==> config.mk <==
export PLATFORM = sky130hd
export DESIGN_NAME = gsbm_group
export DESIGN_NICKNAME = d
export VERILOG_FILES = /design/src/rtl/gsbm_pkg.sv /design/src/rtl/gsbm_group.sv
export VERILOG_INCLUDE_DIRS = /design/src /design/src/rtl
export SDC_FILE = /design/constraint.sdc
export NUM_CORES = 1
export LEC_CHECK = 0
export BUFFER_PORTS_ARGS = -buffer_cell sky130_fd_sc_hd__buf_2
export CORE_ASPECT_RATIO = 0.5
export CORE_MARGIN = 2
export CORE_UTILIZATION = 50
export CTS_CLUSTER_DIAMETER = 200
export DETAILED_ROUTE_END_ITERATION = 10
export PLACE_DENSITY = 0.75
export SLEW_MARGIN = 20
export SYNTH_ARGS = -nofsm -noshare
export SYNTH_HDL_FRONTEND = slang
export SYNTH_SLANG_ARGS = --single-unit
==> constraint.sdc <==
create_clock -name clk -period 6.7 [get_ports clk]
set_input_delay 0 -clock clk [delete_from_list [all_inputs] [get_ports clk]]
set_output_delay 0 -clock clk [all_outputs]
set_load 0.005 [all_outputs]
==> src/rtl/greedy_stream_bipartite_matcher_macros.svh <==
// ---------------------------------------------------------------------------
// Greedy stream bipartite matcher assertion macros
// Shared concurrent assertion forms, clocked on clk and disabled in reset.
// ---------------------------------------------------------------------------
`ifndef GREEDY_STREAM_BIPARTITE_MATCHER_MACROS_SVH
`define GREEDY_STREAM_BIPARTITE_MATCHER_MACROS_SVH

// same-cycle implication
`define GSBM_ASSERT_NOW(label, ante, cons, msg) \
  label: assert property (@(posedge clk) disable iff (rst) (ante) |-> (cons)) \
    else $error(msg);

// next-cycle implication
`define GSBM_ASSERT_NEXT(label, ante, cons, msg) \
  label: assert property (@(posedge clk) disable iff (rst) (ante) |=> (cons)) \
    else $error(msg);

`endif

==> src/rtl/gsbm_pkg.sv <==
// ---------------------------------------------------------------------------
// Greedy stream bipartite matcher package
// Shared types and command codes.
// ---------------------------------------------------------------------------
package gsbm_pkg;

  localparam logic CMD_EDGE   = 1'b0;
  localparam logic CMD_FINISH = 1'b1;

  typedef struct packed {
    logic rd_en;
    logic wr_en;
  } map_ctl_t;

endpackage

==> src/rtl/gsbm_group.sv <==
// ---------------------------------------------------------------------------
// Group tracker
// Running maximum of the open producer group, group close, match totals.
// ---------------------------------------------------------------------------
`include "greedy_stream_bipartite_matcher_macros.svh"

module gsbm_group import gsbm_pkg::*; #(
  parameter int NODE_BITS   = 16,
  parameter int WEIGHT_BITS = 32
) (
  input  logic                     clk,
  input  logic                     rst,
  input  logic                     adv,
  input  logic                     cmd,
  input  logic [NODE_BITS-1:0]     p,
  input  logic [NODE_BITS-1:0]     c,
  input  logic [WEIGHT_BITS-1:0]   w,
  input  logic                     mem_marked,
  output logic                     hit,
  output logic [NODE_BITS-1:0]     mark_prod,
  output logic [NODE_BITS-1:0]     mark_cons,
  output logic [NODE_BITS-1:0]     res_prod,
  output logic [NODE_BITS-1:0]     res_cons,
  output logic [WEIGHT_BITS-1:0]   res_wt,
  output logic [WEIGHT_BITS+15:0]  res_sum,
  output logic [NODE_BITS:0]       res_cnt,
  output logic                     res_order
);

  localparam int SUM_BITS = WEIGHT_BITS + 16;
  localparam int CNT_BITS = NODE_BITS + 1;

  logic [NODE_BITS-1:0]   gp, gp_next;
  logic [NODE_BITS-1:0]   bc, bc_next;
  logic [WEIGHT_BITS-1:0] bw, bw_next;
  logic                   open, open_next;
  logic [SUM_BITS-1:0]    sum, sum_next;
  logic [CNT_BITS-1:0]    cnt, cnt_next;
  logic                   order, order_next;

  logic                   finish;
  logic                   close_req;
  logic                   backward;
  logic                   marked;
  logic                   fold;
  logic [WEIGHT_BITS-1:0] base_bw;
  logic [SUM_BITS:0]      sum_ext;

  always_comb begin
    finish    = (cmd == CMD_FINISH);
    close_req = finish || (p > gp);
    backward  = !finish && (p < gp);
    hit       = close_req && open && (gp != '0) && (bc != '0) && (bw != '0);
    // marks made by this close are visible to this edge
    marked    = mem_marked || (hit && ((c == gp) || (c == bc)));
    fold      = !finish && !backward;
    base_bw   = close_req ? '0 : bw;

    gp_next    = (close_req && !finish) ? p : gp;
    bc_next    = close_req ? '0 : bc;
    bw_next    = base_bw;
    open_next  = close_req ? 1'b0 : open;
    order_next = backward ? 1'b0 : order;
    if (fold) begin
      open_next = 1'b1;
      if (!marked && (base_bw < w)) begin
        bw_next = w;
        bc_next = c;
      end
    end

    sum_ext  = {1'b0, sum} + (SUM_BITS+1)'(bw);
    sum_next = sum;
    cnt_next = cnt;
    if (hit) begin
      sum_next = sum_ext[SUM_BITS] ? '1 : sum_ext[SUM_BITS-1:0];
      if (cnt != '1) begin
        cnt_next = cnt + CNT_BITS'(1);
      end
    end

    mark_prod = gp;
    mark_cons = bc;
    res_prod  = hit ? gp : '0;
    res_cons  = hit ? bc : '0;
    res_wt    = hit ? bw : '0;
    res_sum   = sum_next;
    res_cnt   = cnt_next;
    res_order = order_next;
  end

  always_ff @(posedge clk) begin
    if (rst) begin
      gp    <= '0;
      bc    <= '0;
      bw    <= '0;
      open  <= 1'b0;
      sum   <= '0;
      cnt   <= '0;
      order <= 1'b1;
    end else if (adv) begin
      gp    <= gp_next;
      bc    <= bc_next;
      bw    <= bw_next;
      open  <= open_next;
      sum   <= sum_next;
      cnt   <= cnt_next;
      order <= order_next;
    end
  end

  `GSBM_ASSERT_NEXT(a_order_sticky, !order, !order, "in-order flag came back")

endmodule
==> run summary <==
Worst relative slew slack: 0.252. Reg-to-reg critical path startpoint: mark_prod[14]$_SDFFE_PP0P_. Of all nets on the critical path, the largest fanout is 33.

Internal power comes to 1560 uW. The global route total overflow came out at 0. For the pin with the worst max-slew slack, the measured transition is 1.12 ns.

For flop-to-flop paths, the worst setup slack is 1.72 ns. Post-detailed-route DRC marker count: 0. The congestion estimate from routability-driven global placement came to 0.999. At the worst endpoint, the arrival time is 5.33 ns. The logs give 0.467 for the share of power burned in the clock network and 0.00603 uW for the static leakage. Sequential standard cell area: 2620 sq um. Depth of the CTS H-tree: 4. The average size of a mapped cell came out at 7.71 sq um. The area share of fa/ha/maj cells after synthesis was 0.0989. The final-layout fill cell count came out at 1764. The kind of path behind the tightest hold check was input port to flip-flop. The synthesized design contains 131 register bits. Simple-gate area share of the yosys netlist: 0.238. Endpoint kind of the worst setup timing path: a flip-flop. The number of clock buffers added by TritonCTS is 17. The tools report the worst hold path endpoint as cnt[15]$_SDFFE_PP0P_. The critical path is of the flip-flop to flip-flop type. Total routing resource utilization after global routing: 0.309. The die is 106 microns tall.

The number of DRC markers after the initial detailed-route iteration was 1042. The clock arrives with 0.0101 ns of skew. The worst hold path stage count came out at 3. In this run the cell area of the synthesized design comes to 10300 sq um.

Based on the critical path, the design can be clocked at up to 0.201 GHz. The multiplexer fraction of the synthesized cell area works out to 0.0651. In this design, the critical path's most frequently occurring cell is sky130_fd_sc_hd__a21o_1. Once placement completed, the tool counted placed cells totaling 1781. Power spread over the standard cell area amounts to 166 nW/um^2.

The insertion delay to the later sink of the worst-skew pair is 0.43 ns. The peak supply drop is 0.000196 V. The wire length of the first global-routing pass was 54.8 mm; the power dissipated by switching net loads was 584 uW.

In this design, the stage delay of the slowest critical-path cell is 0.60 ns. The multi-input combinational cells in the finished layout cover a total of 7120 sq um. The total negative setup slack is 0 ns, and the number of violations of the max-capacitance limit is 0. The worst hold path begins at rst.

Sequential-to-total area share from yosys stat: 0.254. The dominant combinational cell family by area after synthesis is simple AND/OR/NAND/NOR gates. The initial cell density of the core was 0.506.

Setup repair after global routing left no endpoint under its margin. The largest individual stage delay along the critical path comes from the cell sky130_fd_sc_hd__or4_4. Synthesis instantiated 66 different standard cells from the library. The logs give 11000 for the number of vias in the routed layout and 1489 for the net count of the mapped netlist.

The average wire per standard cell was 18.3 microns; the row count was 37. Using the TritonRoute via totals, the vias-per-cell ratio works out to 5.87. After floorplanning, the core was sized to cover 20400 sq um.

The maximum number of pins on one net before global-route repair is 85. Excluding fillers, the count of instances in the completed layout stands at 1878. The logs give 0 for the number of warnings printed during yosys synthesis and 2 for the clock tree buffer depth. The worst setup path is launched from a flip-flop. The number of global-route vias before repair was 10500; the number of optimization iterations in the first detailed-route pass was 5. TritonCTS built the clock tree. The sequential share of power was 0.383; the data required time at the worst endpoint was 7.05 ns. The tools report the number of antenna violations at the first check in global routing as 0. The total count of max-transition violations in the final report came out at 0.

The post-synthesis xor/xnor area fraction came out at 0.0747. The cell count after synthesis came out at 1339. The proportion of synthesized flip-flops having asynchronous set or reset was 0. The most used flip-flop cell after synthesis is sky130_fd_sc_hd__dfxtp_1. The worst path in the final design needs a cycle of 4.98 ns, including I/O delays and setup. The switching power share of the total is 0.272.

The detail route stage leaves a number of antenna-violating nets equal to 0. The tools report the end of the worst register-to-register path as mark_cons[5]$_SDFFE_PP0P_. Setup violations remaining at the end of the flow were counted as 0. 232 I/O pins were placed. The synthesized design contains 0 enable-type register cells. 0 antenna diodes ended up in the layout.

The share of the clock period used by the worst path after layout works out to 0.743. The compound-cell area share of the yosys netlist was 0.209; the net total in the final layout was 1742. Post-CTS clock slew at the launch and capture registers of the worst setup and hold paths: 0.06 ns. The run gives 0.150 as the proportion of power drawn by combinational gates. The width of the die works out to 207 microns. Compared with the post-synthesis result, the final layout area differs by 24.8%.

The floorplan step defined a die boundary enclosing 21900 sq um. The fraction of final layout cells with drive strength greater than 1 is 0.186, and the wire length after detailed routing is 34.3 mm. The run finished with clean final reports.

Walking the worst path, the cells encountered are inv_1, ha_1, nand4_1, or4_4, nor3_1, a31o_4, and2_1, ha_1, a21o_1, a21o_1, a21o_1, a21o_1, a21oi_1, o2111ai_1, a211oi_4, buf_4, mux2i_1. The tools report the number of hold violations in the final report as 0. Worst reg-to-reg path cell count: 17.

The run gives 24.1 mm as the detailed placer's ending HPWL. CTS placed an instance of sky130_fd_sc_hd__clkbuf_16 at the clock tree root. Clock tree synthesis found a total of 131 sinks. Post-CTS repair changed the size of 0 cells. In this run the tool buffered the top-level ports with 231 buffer cells.
-- per-stage QoR --
| stage | utilization | worst slack, ns | cell area (sq um) | total power (uW) | hold slack, ns |
|---|---|---|---|---|---|
| after detailed placement | 0.569 | 1.73 | 11600 | 1120 | 0.265 |
| final | 0.631 | 1.72 | 12900 | 2140 | 0.265 |
| after global routing | 0.631 | 1.41 | 12900 | 2220 | 0.293 |
| after floorplan | - | 2.46 | 10300 | 1010 | 0.100 |
| after global placement | 0.569 | 1.98 | 11600 | 1120 | 0.256 |
| after CTS | 0.631 | 1.72 | 12900 | 2140 | 0.241 |
-- state kept, by name (all words and copies together) (netlist names) --
signal / flops
sum: 48
bw: 32
cnt: 17
mark_cons: 16
mark_prod: 16
open: 1
order: 1
-- synthesized netlist by cell type, types with 40 or more instances --
library cell,instances,area share
sky130_fd_sc_hd__a211oi_1,43,0.031
sky130_fd_sc_hd__inv_1,79,0.029
sky130_fd_sc_hd__nand2_1,150,0.055
sky130_fd_sc_hd__and2_1,85,0.052
sky130_fd_sc_hd__xor2_1,48,0.041
sky130_fd_sc_hd__clkbuf_1,46,0.017
sky130_fd_sc_hd__xnor2_1,40,0.034
sky130_fd_sc_hd__dfxtp_1,131,0.25
sky130_fd_sc_hd__mux2i_1,66,0.064
sky130_fd_sc_hd__a21oi_1,120,0.058
sky130_fd_sc_hd__ha_1,80,0.097
sky130_fd_sc_hd__nor2_1,108,0.039
-- worst max-delay path by stage --
stage,startpoint,end,slack [ns],cells past startpoint
finish,mark_prod[14]$_SDFFE_PP0P_,mark_cons[5]$_SDFFE_PP0P_,1.72,17
detailed placement,mark_prod[14]$_SDFFE_PP0P_,mark_cons[4]$_SDFFE_PP0P_,1.73,17
global route,mark_prod[14]$_SDFFE_PP0P_,mark_cons[5]$_SDFFE_PP0P_,1.41,17
CTS,mark_prod[14]$_SDFFE_PP0P_,mark_cons[4]$_SDFFE_PP0P_,1.72,17
floorplan,mark_prod[14]$_SDFFE_PP0P_,bw[26]$_SDFFE_PP0P_,2.46,19
global placement,mark_prod[14]$_SDFFE_PP0P_,mark_cons[12]$_SDFFE_PP0P_,1.98,17
-- cell type report --
cell class / instances / area share
clock buffer: 22 / 0.0352
tap: 273 / 0.0265
inverter: 80 / 0.0233
clock inverter: 10 / 0.0121
sequential: 131 / 0.203
timing repair buffer: 307 / 0.147
multi-input combinational: 1055 / 0.553
-- repair_timing --
item	4_1_cts	5_1_grt
hold buffers	65	0
endpoints found under the hold margin	66	0
buffers inserted	0	0
-- per-layer routing --
layer | GRT usage | share of wire | vias up
li1 | - | - | 5249
met1 | 0.415 | 0.45 | 5232
met2 | 0.499 | 0.45 | 460
met3 | 0.0518 | 0.074 | 75
met4 | 0.115 | 0.027 | 0
met5 | 0 | 0 | -
-- power groups by stage --
| stage | Clock [uW] | Combinational (uW) | Sequential, uW |
|---|---|---|---|
| detailed placement | 0 | 285 | 836 |
| global route | 1040 | 352 | 822 |
| floorplan | 0 | 177 | 829 |
| finish | 1000 | 323 | 820 |
| global placement | 0 | 280 | 835 |
| CTS | 1010 | 317 | 819 |
-- critical path, delay by kind of cell (launching register included) --
family                   cells  cell delay [ns]
AO/OA/AOI/OAI                8             1.69
adder cells (fa/ha/maj)      2             0.57
buffers and inverters        2             0.55
flip-flops                   1             0.43
multiplexers                 1             0.25
AND/OR/NAND/NOR              4             1.36
-- cells in the final DEF, fill, tap and decap left out, drive strengths merged, types with 5 or more instances in the layout --
| cell type | netlist | layout |
|---|---|---|
| buf | 26 | 242 |
| nand2 | 150 | 150 |
| dfxtp | 131 | 131 |
| a21oi | 122 | 122 |
| nor2 | 109 | 109 |
| and2 | 85 | 85 |
| ha | 80 | 80 |
| inv | 80 | 80 |
| mux2i | 66 | 66 |
| dlygate4sd3 | 0 | 65 |
| a211oi | 49 | 49 |
| xor2 | 48 | 48 |
| o21ai | 42 | 42 |
| xnor2 | 40 | 40 |
| nand4 | 29 | 29 |
| nor3 | 29 | 29 |
| nor4 | 27 | 27 |
| a21o | 26 | 26 |
| nand3 | 23 | 23 |
| clkbuf | 47 | 22 |
| or3 | 14 | 14 |
| and3 | 12 | 12 |
| a221oi | 12 | 12 |
| o21a | 9 | 9 |
| o21bai | 9 | 9 |
| and4 | 6 | 6 |
| a31oi | 6 | 6 |
| a311oi | 6 | 6 |
| nor2b | 5 | 5 |
| o211ai | 5 | 5 |
| clkinv | 0 | 5 |
-- logic make-up after synthesis --
kind of cell / Yosys count
mux: 67
flops: 131
compound gates: 318
fa+ha+maj: 81
xor+xnor: 88
simple gates: 501
buf+inv: 153
(Power assumes the default switching activity.)
